File: src/tes_pkg.sv
// Shared constants, types and command/status structs for the timed event sequencer.
package tes_pkg;

  localparam int SLOTS       = 16;
  localparam int MAX_RESULTS = 16;
  localparam int IDX_W       = $clog2(SLOTS);
  localparam int CNT_W       = $clog2(SLOTS + 1);
  localparam int NRES_W      = $clog2(MAX_RESULTS + 1);
  localparam int ACT_W       = 2;
  localparam int TIME_W      = 15;
  localparam int ID_W        = 8;
  localparam int WORD_W      = TIME_W + ID_W;
  localparam int ELAPSED_W   = 32;

  typedef enum logic [ACT_W-1:0] {
    ACT_ADD     = 2'd0,
    ACT_CLEAR   = 2'd1,
    ACT_RESTART = 2'd2,
    ACT_TICK    = 2'd3
  } action_t;

  typedef struct packed {
    logic start;
    logic set_full;
    logic clear;
    logic restart;
    logic tick;
    logic rd_prev;
    logic shift;
    logic ins_new;
    logic rd_next;
    logic fire_take;
    logic emit_final;
  } cmd_t;

  typedef struct packed {
    logic full;
    logic i_zero;
    logic rd_later;
    logic rd_due;
    logic more;
    logic out_free;
    logic held_v;
  } stat_t;

endpackage

File: src/timed_event_sequencer_core.sv
// Top level of the timed event sequencer: controller plus table datapath.
//
// Input channel: action, event_time and event_id with in_valid/in_stall.
// An item is taken when in_valid is high and in_stall is low. Actions are
// add, clear, restart and one-millisecond tick.
// Output channel: fired, fired_id, status and last with out_valid/out_stall.
// Every item gives one or more results; last marks the final one.
// Clear, restart and a dropped add go from idle straight to the final result.
// A stored add reads and compares each stored event with a later time and
// shifts it up one slot through the single table RAM, then writes the new
// event; when the new event lands in the first slot it is written with no
// further read. A tick scans the entries until one is not yet due or the
// table ends, since each entry is read from the RAM and compared one at a
// time; at most 16 events fire per tick. Each fired result of a tick is held
// back until the next entry has been checked, so last is known when shown.
// Reset empties the table, zeroes elapsed time and drops any pending result.
// When the receiver stalls, the output register holds its result and the
// sequencer waits before producing the next one.
module timed_event_sequencer_core import tes_pkg::*; (
  input  logic              clk,
  input  logic              rst,
  input  logic              in_valid,
  output logic              in_stall,
  input  logic [ACT_W-1:0]  action,
  input  logic [TIME_W-1:0] event_time,
  input  logic [ID_W-1:0]   event_id,
  output logic              out_valid,
  input  logic              out_stall,
  output logic              fired,
  output logic [ID_W-1:0]   fired_id,
  output logic              status,
  output logic              last
);

  cmd_t  cmd;
  stat_t stat;

  tes_ctrl u_ctrl (
    .clk     (clk),
    .rst     (rst),
    .in_valid(in_valid),
    .in_stall(in_stall),
    .action  (action),
    .stat    (stat),
    .cmd     (cmd)
  );

  tes_dp u_dp (
    .clk       (clk),
    .rst       (rst),
    .event_time(event_time),
    .event_id  (event_id),
    .cmd       (cmd),
    .stat      (stat),
    .out_valid (out_valid),
    .out_stall (out_stall),
    .fired     (fired),
    .fired_id  (fired_id),
    .status    (status),
    .last      (last)
  );

endmodule

File: src/tes_ram.sv
// Generic simple dual-port RAM with one write port and a registered read port.
module tes_ram #(
  parameter int WIDTH = 8,
  parameter int DEPTH = 16
) (
  input  logic                     clk,
  input  logic                     we,
  input  logic [$clog2(DEPTH)-1:0] waddr,
  input  logic [WIDTH-1:0]         wdata,
  input  logic                     re,
  input  logic [$clog2(DEPTH)-1:0] raddr,
  output logic [WIDTH-1:0]         rdata
);

  logic [WIDTH-1:0] mem [DEPTH];

  always_ff @(posedge clk) begin
    if (we) begin
      mem[waddr] <= wdata;
    end
    if (re) begin
      rdata <= mem[raddr];
    end
  end

endmodule

File: src/tes_ctrl.sv
// Controller state machine that sequences adds, clears, restarts and ticks.
module tes_ctrl import tes_pkg::*; (
  input  logic             clk,
  input  logic             rst,
  input  logic             in_valid,
  output logic             in_stall,
  input  logic [ACT_W-1:0] action,
  input  stat_t            stat,
  output cmd_t             cmd
);

  typedef enum logic [5:0] {
    ST_IDLE     = 6'b000001,
    ST_ADD_RD   = 6'b000010,
    ST_ADD_CMP  = 6'b000100,
    ST_FIRE_RD  = 6'b001000,
    ST_FIRE_CMP = 6'b010000,
    ST_EMIT     = 6'b100000
  } state_t;

  state_t state;
  state_t state_next;

  assign in_stall = (state != ST_IDLE);

  always_comb begin
    cmd        = '0;
    state_next = state;
    case (state)
      ST_IDLE: begin
        if (in_valid) begin
          cmd.start = 1'b1;
          case (action)
            ACT_ADD: begin
              if (stat.full) begin
                cmd.set_full = 1'b1;
                state_next   = ST_EMIT;
              end else begin
                state_next = ST_ADD_RD;
              end
            end
            ACT_CLEAR: begin
              cmd.clear  = 1'b1;
              state_next = ST_EMIT;
            end
            ACT_RESTART: begin
              cmd.restart = 1'b1;
              state_next  = ST_EMIT;
            end
            ACT_TICK: begin
              cmd.tick   = 1'b1;
              state_next = ST_FIRE_RD;
            end
            default: begin
              state_next = ST_EMIT;
            end
          endcase
        end
      end
      ST_ADD_RD: begin
        if (stat.i_zero) begin
          cmd.ins_new = 1'b1;
          state_next  = ST_EMIT;
        end else begin
          cmd.rd_prev = 1'b1;
          state_next  = ST_ADD_CMP;
        end
      end
      ST_ADD_CMP: begin
        if (stat.rd_later) begin
          cmd.shift  = 1'b1;
          state_next = ST_ADD_RD;
        end else begin
          cmd.ins_new = 1'b1;
          state_next  = ST_EMIT;
        end
      end
      ST_FIRE_RD: begin
        if (stat.more) begin
          cmd.rd_next = 1'b1;
          state_next  = ST_FIRE_CMP;
        end else begin
          state_next = ST_EMIT;
        end
      end
      ST_FIRE_CMP: begin
        if (stat.rd_due) begin
          if (!stat.held_v || stat.out_free) begin
            cmd.fire_take = 1'b1;
            state_next    = ST_FIRE_RD;
          end
        end else begin
          state_next = ST_EMIT;
        end
      end
      ST_EMIT: begin
        if (stat.out_free) begin
          cmd.emit_final = 1'b1;
          state_next     = ST_IDLE;
        end
      end
      default: begin
        state_next = ST_IDLE;
      end
    endcase
  end

  always_ff @(posedge clk) begin
    if (rst) begin
      state <= ST_IDLE;
    end else begin
      state <= state_next;
    end
  end

  assert property (@(posedge clk) disable iff (rst)
    (state == ST_FIRE_CMP) && stat.rd_due && stat.held_v && !stat.out_free
    |=> state == ST_FIRE_CMP)
    else $error("Fire stage left while the output register was busy.");

  assert property (@(posedge clk) disable iff (rst)
    cmd.emit_final |=> state == ST_IDLE)
    else $error("Final result did not return the sequencer to idle.");

  assert property (@(posedge clk) disable iff (rst)
    (state == ST_IDLE) && in_valid && (action == ACT_TICK) |=> state == ST_FIRE_RD)
    else $error("Tick did not start the fire scan.");

endmodule

File: src/tes_dp.sv
// Datapath holding the sorted event table, counters and the output register.
module tes_dp import tes_pkg::*; (
  input  logic              clk,
  input  logic              rst,
  input  logic [TIME_W-1:0] event_time,
  input  logic [ID_W-1:0]   event_id,
  input  cmd_t              cmd,
  output stat_t             stat,
  output logic              out_valid,
  input  logic              out_stall,
  output logic              fired,
  output logic [ID_W-1:0]   fired_id,
  output logic              status,
  output logic              last
);

  logic [CNT_W-1:0]     slot_count;
  logic [CNT_W-1:0]     next_slot;
  logic [ELAPSED_W-1:0] elapsed_ms;
  logic [CNT_W-1:0]     idx;
  logic [NRES_W-1:0]    n_fired;
  logic                 held_v;
  logic [ID_W-1:0]      held_id;
  logic                 status_r;
  logic [TIME_W-1:0]    ev_time;
  logic [ID_W-1:0]      ev_id;

  logic [CNT_W-1:0]     idx_m1;
  logic                 ram_we;
  logic [IDX_W-1:0]     ram_waddr;
  logic [WORD_W-1:0]    ram_wdata;
  logic                 ram_re;
  logic [IDX_W-1:0]     ram_raddr;
  logic [WORD_W-1:0]    rd_word;
  logic [TIME_W-1:0]    rd_time;
  logic [ID_W-1:0]      rd_id;
  logic                 out_free;

  assign idx_m1    = idx - 1'b1;
  assign ram_we    = cmd.shift | cmd.ins_new;
  assign ram_waddr = idx[IDX_W-1:0];
  assign ram_wdata = cmd.shift ? rd_word : {ev_time, ev_id};
  assign ram_re    = cmd.rd_prev | cmd.rd_next;
  assign ram_raddr = cmd.rd_prev ? idx_m1[IDX_W-1:0] : next_slot[IDX_W-1:0];
  assign rd_time   = rd_word[WORD_W-1:ID_W];
  assign rd_id     = rd_word[ID_W-1:0];
  assign out_free  = !out_valid || !out_stall;

  tes_ram #(
    .WIDTH(WORD_W),
    .DEPTH(SLOTS)
  ) u_ram (
    .clk  (clk),
    .we   (ram_we),
    .waddr(ram_waddr),
    .wdata(ram_wdata),
    .re   (ram_re),
    .raddr(ram_raddr),
    .rdata(rd_word)
  );

  always_comb begin
    stat.full     = (slot_count == CNT_W'(SLOTS));
    stat.i_zero   = (idx == '0);
    stat.rd_later = (rd_time > ev_time);
    stat.rd_due   = (ELAPSED_W'(rd_time) < elapsed_ms);
    stat.more     = (n_fired < NRES_W'(MAX_RESULTS)) && (next_slot < slot_count);
    stat.out_free = out_free;
    stat.held_v   = held_v;
  end

  always_ff @(posedge clk) begin
    if (rst) begin
      slot_count <= '0;
      next_slot  <= '0;
      elapsed_ms <= '0;
      idx        <= '0;
      n_fired    <= '0;
      held_v     <= 1'b0;
      status_r   <= 1'b0;
      out_valid  <= 1'b0;
    end else begin
      if (cmd.start) begin
        idx      <= slot_count;
        n_fired  <= '0;
        held_v   <= 1'b0;
        status_r <= cmd.set_full;
      end
      if (cmd.clear) begin
        slot_count <= '0;
        next_slot  <= '0;
      end
      if (cmd.restart) begin
        elapsed_ms <= '0;
        next_slot  <= '0;
      end
      if (cmd.tick && (elapsed_ms != '1)) begin
        elapsed_ms <= elapsed_ms + 1'b1;
      end
      if (cmd.shift) begin
        idx <= idx_m1;
      end
      if (cmd.ins_new) begin
        slot_count <= slot_count + 1'b1;
        if (idx < next_slot) begin
          next_slot <= next_slot + 1'b1;
        end
      end
      if (cmd.fire_take) begin
        held_v    <= 1'b1;
        next_slot <= next_slot + 1'b1;
        n_fired   <= n_fired + 1'b1;
      end
      if ((cmd.fire_take && held_v) || cmd.emit_final) begin
        out_valid <= 1'b1;
      end else if (!out_stall) begin
        out_valid <= 1'b0;
      end
    end
  end

  always_ff @(posedge clk) begin
    if (cmd.start) begin
      ev_time <= event_time;
      ev_id   <= event_id;
    end
    if (cmd.fire_take) begin
      held_id <= rd_id;
    end
    if (cmd.fire_take && held_v) begin
      fired    <= 1'b1;
      fired_id <= held_id;
      status   <= 1'b0;
      last     <= 1'b0;
    end else if (cmd.emit_final) begin
      fired    <= held_v;
      fired_id <= held_v ? held_id : '0;
      status   <= status_r;
      last     <= 1'b1;
    end
  end

  assert property (@(posedge clk) disable iff (rst) next_slot <= slot_count)
    else $error("Pending position ran past the end of the table.");

  assert property (@(posedge clk) disable iff (rst) slot_count <= CNT_W'(SLOTS))
    else $error("Event count exceeds the table size.");

  assert property (@(posedge clk) disable iff (rst) n_fired <= NRES_W'(MAX_RESULTS))
    else $error("Too many events fired in one tick.");

  assert property (@(posedge clk) disable iff (rst)
    cmd.fire_take && held_v |-> out_free)
    else $error("Fired item overwrote a result still waiting at the output.");

endmodule
File: config.mk
export PLATFORM = sky130hd
export DESIGN_NAME = timed_event_sequencer_core
export DESIGN_NICKNAME = d
export VERILOG_FILES = /design/src/tes_pkg.sv /design/src/timed_event_sequencer_core.sv /design/src/tes_ram.sv /design/src/tes_ctrl.sv /design/src/tes_dp.sv
export SDC_FILE = /design/constraint.sdc
export NUM_CORES = 1
export LEC_CHECK = 0
export ABC_AREA = 1
export BUFFER_PORTS_ARGS = -buffer_cell sky130_fd_sc_hd__buf_2
export CAP_MARGIN = 5
export CORE_ASPECT_RATIO = 0.75
export CORE_MARGIN = 4
export CORE_UTILIZATION = 40
export CTS_CLUSTER_DIAMETER = 30
export DETAILED_ROUTE_END_ITERATION = 8
export SKIP_LAST_GASP = 1
export SYNTH_ARGS = -nofsm -noshare
export SYNTH_HDL_FRONTEND = slang
export SYNTH_SLANG_ARGS = --single-unit
File: constraint.sdc
create_clock -name clk -period 6.4 [get_ports clk]
set_input_delay 0.64 -clock clk [delete_from_list [all_inputs] [get_ports clk]]
set_output_delay 0.64 -clock clk [all_outputs]
set_load 0.02 [all_outputs]
### Word level (Yosys, flattened, before mapping)

Memories as Yosys holds them, arrays and structs flattened. A register that Yosys moved wholly into a read port is not among the register bits.
Cells that the tools add are included.

* $add $sub $neg: 5
* $lt $le $gt $ge: 5
* equality and inequality tests: 16
* mux-type cells: 55
* bitwise gates (word level): 2
* reduce and logical (&&, ||, !) cells: 18

Operators with widths (number)
* 5-bit two-way mux: 13
* 32-bit two-way mux: 2
* 6-bit two-way mux: 8
* 6-bit one-hot mux with 6 select lines: 1
* 32-bit by 1-bit adder with 32-bit output, second input constant: 1
* 15-bit by 32-bit < comparator with 1-bit output: 1
* 32-bit inequality test, second input constant: 1
* 1-bit two-way mux: 24
* 8-bit two-way mux: 3
* 23-bit two-way mux: 1
* 6-bit one-hot mux with 3 select lines: 1
* 5-bit by 1-bit adder with 5-bit output, second input constant: 3
* 15-bit > comparator: 1
* 5-bit < comparator: 2
* 2-bit nonzero test: 5
* 6-bit by 1-bit == test with 1-bit output, second input constant: 1
* 6-bit by 2-bit == test with 1-bit output, second input constant: 1
* 6-bit by 3-bit == test with 1-bit output, second input constant: 1
* 6-bit by 4-bit == test with 1-bit output, second input constant: 1
* 6-bit by 5-bit == test with 1-bit output, second input constant: 1
* 6-bit == test, second input constant: 1
* 6-bit by 1-bit inequality test with 1-bit output, second input constant: 1
* 5-bit == test, second input constant: 1
* 5-bit logical NOT: 1
* 16 further kinds: 25

* register bits after elaboration: 103
* memory bits (writable): 368
* bits of input ports: 29
* output and inout port bits: 13
* logic and storage cells: 118
* memories kept: 1

Memories
* u_dp.u_ram.mem: words 16, width 23, rd ports 1, clocked after memory_dff 1, wr ports 1, RTL line tes_ram.sv:15 `logic [WIDTH-1:0] mem [DEPTH];`

### Depth between registers and ports, before layout

Gate-level depths: netlist of run 1.

* depth in word-level cells: 10
* depth in mapped cells: 17
* gate-level depth less buffers: 17

### Modules after synthesis

A second synthesis of run 1 with hierarchy kept.

* cells, all modules: 2419
* area, all modules: 22990.8 sq um

By module, submodules not included
* tes_ram: times used 1, cells each 1532, area each 16584.7 sq um, seq. area each 11741.3 sq um
* tes_dp: times used 1, cells each 801, area each 5853.1 sq um, seq. area each 2332.2 sq um
* tes_ctrl: times used 1, cells each 86, area each 553.0 sq um, seq. area each 120.1 sq um

### Worst setup path after synthesis of run 1

OpenSTA, ideal clock, no wires.

* path type: reg-to-reg
* start: register u_dp.u_ram.rdata[22] (read register of u_dp.u_ram.mem)
* end: memory u_dp.u_ram.mem[15][0] in the netlist's numbering, enable pin
* setup time: 403 ps
* data arrival time: 2754 ps
* data required time: 5997 ps
* path slack: 3244 ps
* cell stages (with the launch flop): 13
* buffers on the path: 0
* clock period less this slack: 3156 ps
* cell sequence: edfxtp_1 > ha_1 > nand2_1 > nor2_1 > and2_1 > nand2_1 > nand2_1 > nand2_1 > nor2_1 > inv_1 > nand2_1 > nand2_1 > nor2_1

* cells in the longest elaborated chain, start to end: 6
* elaborated cells between the ends (all ways): 8
* those cells by class: 1 x order compare; 6 x mux; 1 x bitwise

RTL lines
* start, declared: RTL line tes_ram.sv:12 `output logic [WIDTH-1:0] rdata`
* 15-bit > comparator *: RTL line tes_dp.sv:65 `stat.rd_later = (rd_time > ev_time);`
* 1-bit two-way mux: RTL line tes_ctrl.sv:70 `if (stat.rd_later) begin`
* 1-bit one-hot mux with 2 select lines or 1-bit two-way mux (tied branches): RTL line tes_ctrl.sv:29 `case (state)`
* 1-bit bitwise OR *: RTL line tes_dp.sv:40 `assign ram_we = cmd.shift | cmd.ins_new;`
* 1-bit two-way mux *: RTL line tes_ram.sv:18 `if (we) begin`
* 1-bit two-way mux (implied by the code) *: RTL line tes_ram.sv:19 `mem[waddr] <= wdata;`
* end, declared: RTL line tes_ram.sv:15

Every way passes the cells marked *; elsewhere a longest branch is shown, timed or not.

### Worst setup path in the final report of run 1

* start: register u_dp.u_ram.rdata[22] (read register of u_dp.u_ram.mem)
* end: memory u_dp.u_ram.mem[14][18] in the netlist's numbering, enable pin

The elaborated chain is that of the path after synthesis.

==> metrics.yaml, run 1 <==
synthFlopType: "edfxtp_1"
cts_tree: "done"
pre_cts_ws_ns: 2.372
top_usage_layer: "met1"
diodes: 0
cts_made_buffers: 84
grt_max_degree: 120
drt-total-wl_um: 56250
syn-instance-count: 2082
power.density_mw_per_mm2: 323.9
core_mm2: 0.05472
yosys_warnings: 0
die_y_um: 212.1
clock_path_buffers: 3
place.gp.congestion: 0.8961
maxSlewHeadroom_pct: 13.63
insertion_delay_ns: 0.60
yosys.area.top_type: "edfxtp_1"
fin_setup_tns_ns: 0
multiInputGateArea_mm2: 0.006434
drtIter0Drc: 1569
r2r_slack_ns: 2.35
synth.distinct_cells: 45
grt_pass1_vias: 14772
fin_total_pwr_mw: 8.443
gr-total-overflow: 0
rsz0062_at_grt: "no"
cts_sinks: 494
hpwl_um: 34370
rr_worst_depth: 16
hp-start: "event_id[4]"
fp-row-count: 74
fill_cells: 4895
status: "complete, no violations"
cts_hold_buf: 0
reg2reg_from: "u_dp.u_ram.rdata[22]$_DFFE_PP_"
finalCritPeriodShare_pct: 63.33
port_buffers: 41
firstDrtPassIters: 5
grt_pass1_wl_um: 86490
p_leak_nw: 9.882
final_antenna_net_count: 0
period_minus_slack_ns: 4.053
drc_errors: 0
syn-num-nets: 2162
tightest_slew_ns: 1.294
start_util_pct: 40.59
max_clock_freq_mhz: 246.7
fin_nets: 2223
finalClockSkew_ns: 0.02175
drv_slew: 0
path_max_fanout: 41
synth-edff-count: 430
syn_area_mm2: 0.02221
grt_usage_pct: 18.88
antenna_found_initial: 0
drive_gt1_share_pct: 12.10
die_w_um: 280.1
yosys-top-cells-area: "edfxtp_1 (58%), nand2_1 (8.0%), o211ai_1 (6.3%), dfxtp_1 (5.8%), inv_1 (5.3%)"
io-pin-count: 42
dieArea_mm2: 0.05939
final_cell_mix: "nand2_1 (471), edfxtp_1 (430), inv_1 (311)"
fin_util_pct: 47.64
finalSetupViolCount: 0
synth_top_area_share_pct: 58.14
maxCapViolations: 0
hold_path_depth: 1
vias_per_cell: 5.228
critPathCaptureType: "flip-flop"
crit_type: "reg -> reg"
ctsResizeCount: 0
cts_setup_buffers: 0
regToRegEndpoint: "u_dp.u_ram.mem[14][18]$_DFFE_PP_"
ys_seq_area_share_pct: 63.91
area_growth_syn_to_layout_pct: 17.37
grt_use_met1_pct: 28.12
cts_root_buf: "clkbuf_16"
vias: 15356
ys_ff_latch: 494
syn_area_per_cell_um2: 10.67
hold_violations: 0
final-seq-area_mm2: 0.01419
ys_async_sr_fraction_pct: 0
met3_usage_pct: 3.776
layout_commonest_cell: "nand2_1"
required_ns: 6.68
ir_drop_mv: 0.2348
cts.clk_slew.worst_paths_ns: 0.06
critPathLaunchType: "flip-flop"
worst_slack_ns: 2.347
worstPathArrival_ns: 4.33
cts_htree_levels: 3
hold_path_class: "in -> reg"
wire_per_inst_um: 19.15
gr-usage-met2_pct: 28.11
holdPathEnd: "u_dp.ev_id[4]$_DFFE_PP_"
==> through the flow <==
stage / hold WS, ns / std cells / area (µm²)
after global routing: 0.1883 / 2937 / 26070
final: 0.2154 / 2937 / 26070
after global placement: 0.4480 / 2779 / 23140
after detailed placement: 0.4547 / 2779 / 23140
after floorplan: 0.4268 / 2082 / 22210
after CTS: 0.1854 / 2937 / 26070
==> critical path, stage by stage, from the launching register on <==
cell	delay (ns)
edfxtp_1	0.42
ha_1	0.32
nand2_1	0.09
nor2_1	0.19
and2_1	0.15
nand2_1	0.05
nand2_1	0.05
nand2_1	0.10
nor2_2	0.10
buf_4	0.37
inv_1	0.34
nand2_1	0.27
nand2_1	0.19
inv_1	0.11
nand3_1	0.07
inv_1	0.53
buf_4	0.36
==> Yosys cell counts (2+ instances only) <==
cell type / number
nand2_1: 472
edfxtp_1: 430
inv_1: 311
nand3_1: 197
o211ai_1: 185
dfxtp_1: 64
a21oi_1: 61
nor2_1: 60
ha_1: 51
buf_2: 43
o21ai_0: 28
nor3_1: 27
nand4_1: 26
buf_4: 22
clkbuf_1: 21
xor2_1: 13
or2_2: 9
inv_2: 5
a21oi_2: 4
a31oi_1: 4
nor4_1: 4
xnor2_1: 4
a211oi_1: 3
buf_1: 3
buf_6: 3
nand2_2: 3
nor2_2: 3
nor2_4: 3
o21ai_1: 3
and3_1: 2
nand3_2: 2
nand3b_1: 2
o21ai_2: 2
==> cell families (layout without fill, tap and decap cells) <==
family                     Yosys count  in the layout  synth area share (%)
and+or+nand+nor                    815            815                 15.93
DFF                                494            494                 63.91
buffers and inverters              411            544                 7.701
AOI/OAI and AO/OA                  294            294                 8.913
adders and majority gates           51             51                 2.873
xor gates and xnor gates            17             17                0.6704
==> how the worst max path moves through the flow <==
stage                                    from                               end  slack (ns)  cells after the start
6_report       u_dp.u_ram.rdata[22]$_DFFE_PP_  u_dp.u_ram.mem[14][18]$_DFFE_PP_        2.35                     16
5_1_grt        u_dp.u_ram.rdata[22]$_DFFE_PP_   u_dp.u_ram.mem[11][0]$_DFFE_PP_        2.00                     15
4_1_cts        u_dp.u_ram.rdata[22]$_DFFE_PP_  u_dp.u_ram.mem[10][15]$_DFFE_PP_        2.38                     15
3_5_place_dp   u_dp.u_ram.rdata[22]$_DFFE_PP_  u_dp.u_ram.mem[10][20]$_DFFE_PP_        2.37                     15
3_3_place_gp   u_dp.u_ram.rdata[22]$_DFFE_PP_  u_dp.u_ram.mem[10][20]$_DFFE_PP_        2.46                     15
2_1_floorplan  u_dp.u_ram.rdata[22]$_DFFE_PP_   u_dp.u_ram.mem[15][0]$_DFFE_PP_        3.24                     12
==> layout make-up <==
cell class                      instances  share of cell area (%)
Inverter                              318                   4.598
Multi-Input combinational cell       1177                   24.68
Clock buffer                           92                   8.424
Clock inverter                         66                   2.813
Tap cell                              722                   3.466
Sequential cell                       494                   54.45
Timing Repair Buffer                   68                   1.565
==> routing by layer <==
layer  up-vias  wire, µm
li1       7376         -
met5         -         0
met3       106      4038
met4         0      1365
met2       526     24310
met1      7348     26530
==> registers in the layout (all words and copies together), names as in the netlist, 6 cells and up <==
name / count
u_dp.u_ram.mem: 368
u_dp.elapsed_ms: 32
u_dp.u_ram.rdata: 23
u_dp.ev_time: 15
u_dp.ev_id: 8
u_dp.fired_id: 8
u_dp.held_id: 8
u_ctrl.state: 6
==> power breakdown <==
part           leakage [nW]  switching, mW  internal (mW)  total (mW)
sequential             4.41         0.0152           3.58        3.59
clock                  1.40           1.68           2.90        4.58
combinational          4.07          0.206         0.0628       0.269
No activity file was read; power rests on OpenSTA's default activity.
==> inputs of run 2 (changes only) <==
- clock period: 6.4 -> 4 ns (I/O delays scaled with it)
==> run 2 against run 1 <==
Sequential share of layout area down 0.35 points; largest cell class unchanged; worst setup slack worse by 1.8 ns; count of clock-buffer cells in the layout decreased by 7; flip-flop and latch count is the same; register-to-register slack got worse by 1.8 ns; highest routed layer unchanged; core utilization is 0.31 points higher; fmax is 19% higher.
==> metrics.yaml, run 2 (same netlist as run 1, synthesis figures left out) <==
worstPathArrival_ns: 3.60
dieArea_mm2: 0.05939
fin_nets: 2262
die_y_um: 212.1
fp-row-count: 74
maxSlewHeadroom_pct: 27.41
hold_path_class: "in -> reg"
final_cells: 2969
grt_usage_pct: 19.72
fill_cells: 4900
final_antenna_net_count: 0
drive_gt1_share_pct: 12.46
antenna_found_initial: 0
cts_made_buffers: 77
start_util_pct: 40.59
grt_max_degree: 93
drv_slew: 0
ir_drop_mv: 0.3373
rsz0062_at_grt: "no"
finalClockSkew_ns: 0.02066
grt_pass1_vias: 15270
crit_type: "reg -> reg"
final_area_mm2: 0.02623
port_buffers: 41
finalSetupViolCount: 0
die_w_um: 280.1
drc_errors: 0
hpwl_um: 35040
largest_reg_flops: 368
path_max_fanout: 23
power.density_mw_per_mm2: 494.8
period_minus_slack_ns: 3.405
cts_htree_levels: 3
hold_violations: 0
wire_per_inst_um: 19.68
vias: 15568
cts_root_buf: "clkbuf_16"
status: "complete, no violations"
layout_commonest_cell: "nand2_1"
multiInputGateArea_mm2: 0.006434
ctsResizeCount: 0
insertion_delay_ns: 0.59
firstDrtPassIters: 6
fin_setup_tns_ns: 0
vias_per_cell: 5.244
grt_pass1_wl_um: 90030
cts_sinks: 494
critPathCaptureType: "flip-flop"
maxCapViolations: 0
cts.clk_slew.worst_paths_ns: 0.06
diodes: 0
clock_path_buffers: 3
io-pin-count: 42
reg_top3: "u_dp.u_ram.mem x368, u_dp.elapsed_ms x32, u_dp.u_ram.rdata x23"
required_ns: 4.20
place.gp.congestion: 0.8880
critPathLaunchType: "flip-flop"
area_growth_syn_to_layout_pct: 18.12
max_clock_freq_mhz: 293.7
final_cell_mix: "nand2_1 (471), edfxtp_1 (430), inv_1 (311)"
cts_tree: "done"
final-seq-area_mm2: 0.01419
finalCritPeriodShare_pct: 85.12
gr-total-overflow: 0
place_inst: 2806
drtIter0Drc: 1568
tightest_slew_ns: 1.086
drt-total-wl_um: 58430
placed_cell_area_mm2: 0.02340
core_mm2: 0.05472
p_leak_nw: 10.00
largest_register: "u_dp.u_ram.mem"
[run 2: changes by cell type in the layout (fill, tap and decap cells not counted), sizes merged]
cell | previous run | this run
inv | 335 | 337
bufinv | 9 | 8
clkbuf | 92 | 85
clkinvlp | 13 | 7
dlygate4sd3 | 0 | 19
clkinv | 27 | 25
buf | 68 | 95
[run 2: per-stage QoR]
step | utilization (%) | setup slack (ns) | hold WS [ns] | power (mW)
after floorplan | - | 0.8436 | 0.4268 | 6.089
after global placement | 42.77 | 0.7325 | 0.4463 | 6.270
after detailed placement | 42.77 | 0.6693 | 0.4535 | 6.279
after CTS | 47.92 | 0.6130 | 0.004158 | 13.08
after global routing | 47.94 | 0.3710 | 0.003814 | 13.37
final | 47.94 | 0.5954 | 0.02272 | 12.98
[run 2: per-layer routing]
metal  share of wire [%]  up-vias  track usage (%)
met3                 7.8      102            5.105
met2                  43      528            29.40
met5                   0        -                0
met4                 2.3        0            5.607
li1                    -     7436                -
met1                  47     7502            28.67
[run 2: layout make-up]
| class | instances | share of cell area [%] |
|---|---|---|
| clock inverter | 59 | 2.370 |
| sequential | 494 | 54.10 |
| timing repair buffer | 114 | 3.291 |
| tap | 722 | 3.444 |
| inverter | 318 | 4.569 |
| multi-input combinational | 1177 | 24.52 |
| clock buffer | 85 | 7.698 |
[run 2: what timing repair did]
action                                 CTS  global route
setup buffers                            0             0
endpoints found under the hold margin   18             1
hold buffers                            18             1
[run 2: path summary, 6_finish.rpt]
| check | startpoint | endpoint | slack, ns | cells past startpoint |
|---|---|---|---|---|
| setup / recovery | u_dp.u_ram.rdata[21]$_DFFE_PP_ | u_dp.u_ram.mem[6][19]$_DFFE_PP_ | 0.60 | 12 |
| setup reg to reg | u_dp.u_ram.rdata[21]$_DFFE_PP_ | u_dp.u_ram.mem[6][19]$_DFFE_PP_ | 0.60 | 12 |
| hold / removal | event_time[2] | u_dp.ev_time[2]$_DFFE_PP_ | 0.02 | 1 |
| hold reg to reg | u_dp.elapsed_ms[13]$_SDFFE_PP0P_ | u_dp.elapsed_ms[13]$_SDFFE_PP0P_ | 0.46 | 2 |
[run 2: critical path, cell delays in order, from the launching register on]
cell and delay [ns]:
edfxtp_1 0.43, ha_1 0.33, nand2_1 0.08, nor2_1 0.27, and2_1 0.19, nand2_1 0.06
nand2_1 0.06, nand2_1 0.15, nor2_2 0.14, inv_1 0.06, nand2_1 0.17, nand2_1 0.19
nor2_4 0.85
[run 2: where the power goes]
group	switching [mW]	leakage (nW)	internal, mW
Sequential	0.0202	4.41	5.72
Clock	2.55	1.29	4.24
Combinational	0.330	4.31	0.116
Total	2.90	10.0	10.1
==> inputs of run 3 (changes only) <==
- RECOVER_POWER: not set -> 100
==> run 3 against run 2 <==
The flow now finishes with violations (max-capacitance violations, max-slew violations); core utilization fell by 0.26 points; cell area fell by 0.55%; combinational power is 4% lower; via count grew 0.14%; global-route usage is the same; count of clock-buffer cells in the layout is the same; fmax is 4.9% lower; clock power about the same; critical endpoint is now u_dp.u_ram.mem[15][17]$_DFFE_PP_; clock skew grew 0.00098 ns; non-clock buffer count is the same; sequential share of layout area grew 0.30 points; critical path type unchanged.
==> metrics.yaml, run 3 (same netlist as run 1, synthesis figures left out) <==
wire_per_inst_um: 19.70
drtIter0Drc: 1489
multiInputGateArea_mm2: 0.006394
tightest_slew_ns: 1.750
crit_chain: "ha_1 -> nand2_1 -> nor2_1 -> and2_0 -> nand2_1 -> nand2_1 -> nand2_1 -> nor2_1 -> inv_1 -> nand2_1 -> nand2_1 -> nor2_4 -> clkbuf_2"
critPathCaptureType: "flip-flop"
hold_path_class: "in -> reg"
die_w_um: 280.1
path_max_fanout: 13
crit_type: "reg -> reg"
largest_reg_flops: 368
dieArea_mm2: 0.05939
ctsResizeCount: 0
drv_slew: 24
slowest_stage: "nor2_4"
pre_cts_ws_ns: 0.6693
worst_slack_ns: 0.4202
worstPathArrival_ns: 3.83
final_antenna_net_count: 0
worst_path_most_repeated_cell: "nand2_1"
cts_sinks: 494
reg_top3: "u_dp.u_ram.mem x368, u_dp.elapsed_ms x32, u_dp.u_ram.rdata x23"
hp-start: "event_time[2]"
area_growth_syn_to_layout_pct: 17.48
cts_htree_levels: 3
cts.clk_slew.worst_paths_ns: 0.06
fin_nets: 2262
hold_violations: 0
grt_pass1_vias: 15270
grt_max_degree: 93
vias_per_cell: 5.251
finalSetupViolCount: 0
crit_family: "simple AND/OR/NAND/NOR gates"
fin_setup_tns_ns: 0
required_ns: 4.25
antenna_found_initial: 0
die_y_um: 212.1
maxSlewHeadroom_pct: -16.67
cts_root_buf: "clkbuf_16"
drt-total-wl_um: 58490
finalCritPeriodShare_pct: 89.49
diodes: 0
critPathLaunchType: "flip-flop"
finalClockSkew_ns: 0.02164
largest_register: "u_dp.u_ram.mem"
period_minus_slack_ns: 3.580
hold_path_depth: 1
holdPathEnd: "u_dp.ev_time[2]$_DFFE_PP_"
path_buf_inv: 2
cts_made_buffers: 77
grt_pass1_wl_um: 90030
io-pin-count: 42
gr-total-overflow: 0
grt_usage_pct: 19.72
final_area_mm2: 0.02609
placed_cell_area_mm2: 0.02340
fill_cells: 4932
p_leak_nw: 9.877
final_cell_mix: "nand2_1 (472), edfxtp_1 (430), inv_1 (312)"
port_buffers: 41
rr_worst_depth: 13
core_mm2: 0.05472
layout_commonest_cell: "nand2_1"
firstDrtPassIters: 6
final-seq-area_mm2: 0.01419
status: "complete, but fails checks"
ir_drop_mv: 0.3373
clock_path_buffers: 3
reg2reg_from: "u_dp.u_ram.rdata[22]$_DFFE_PP_"
cpPeakStageDelay_ns: 0.57
hpwl_um: 35040
start_util_pct: 40.59
fp-row-count: 74
drc_errors: 0
maxCapViolations: 1
power.density_mw_per_mm2: 497.3
max_clock_freq_mhz: 279.3
regToRegEndpoint: "u_dp.u_ram.mem[15][17]$_DFFE_PP_"
place.gp.congestion: 0.8880
cts_tree: "done"
drive_gt1_share_pct: 10.77
r2r_slack_ns: 0.42
vias: 15590
rsz0062_at_grt: "no"
insertion_delay_ns: 0.60
violations: "max-capacitance violations, max-slew violations"
run 3: cell types whose count changed in the layout (fill, tap and decap cells not counted), moves of 2 or more:
cell and delta:
clkbuf_1 +29, buf_4 -26, buf_2 -23, clkbuf_2 +19, nor2_1 +4, nor2_2 -3
a21oi_1 +2, a21oi_2 -2, nand2_4 -2
run 3: how the worst max path moves through the flow:
stage          depth (start not counted)                           start  slack [ns]                                to
6_report                              13  u_dp.u_ram.rdata[22]$_DFFE_PP_        0.42  u_dp.u_ram.mem[15][17]$_DFFE_PP_
5_1_grt                               12  u_dp.u_ram.rdata[21]$_DFFE_PP_        0.19  u_dp.u_ram.mem[12][13]$_DFFE_PP_
4_1_cts                               12  u_dp.u_ram.rdata[22]$_DFFE_PP_        0.61   u_dp.u_ram.mem[7][20]$_DFFE_PP_
3_5_place_dp                          12  u_dp.u_ram.rdata[22]$_DFFE_PP_        0.67   u_dp.u_ram.mem[7][14]$_DFFE_PP_
3_3_place_gp                          12  u_dp.u_ram.rdata[22]$_DFFE_PP_        0.73   u_dp.u_ram.mem[6][20]$_DFFE_PP_
2_1_floorplan                         12  u_dp.u_ram.rdata[22]$_DFFE_PP_        0.84   u_dp.u_ram.mem[15][0]$_DFFE_PP_
run 3: stage by stage:
step                power [mW]  hold WS, ns  utilization [%]  instances
floorplan                6.089       0.4268                -       2082
global placement         6.270       0.4463            42.77       2806
detailed placement       6.279       0.4535            42.77       2806
CTS                      13.08     0.004158            47.92       2968
global route             13.35      0.03662            47.68       2969
finish                   12.98      0.04329            47.68       2969
run 3: cell type report:
| cell class | count | share of cell area (%) |
|---|---|---|
| timing repair buffer | 114 | 2.930 |
| multi-input combinational | 1177 | 24.51 |
| inverter | 318 | 4.575 |
| clock buffer | 85 | 7.740 |
| clock inverter | 59 | 2.383 |
| sequential | 494 | 54.40 |
| tap | 722 | 3.462 |
run 3: metal layers:
layer	vias up	GRT usage [%]	wire (µm)
met5	-	0	0
met4	0	5.607	1288
met3	88	5.105	4449
met2	522	29.40	25460
met1	7549	28.67	27290
li1	7431	-	-
run 3: timing repair:
item | in CTS | in global routing
buffers inserted | 0 | 0
hold endpoints to repair | 18 | 1
hold buffers | 18 | 1
run 3: report_power, final:
group | total, mW | internal [mW] | switching, mW
Clock | 6.80 | 4.24 | 2.56
Combinational | 0.428 | 0.101 | 0.327
Sequential | 5.74 | 5.72 | 0.0202
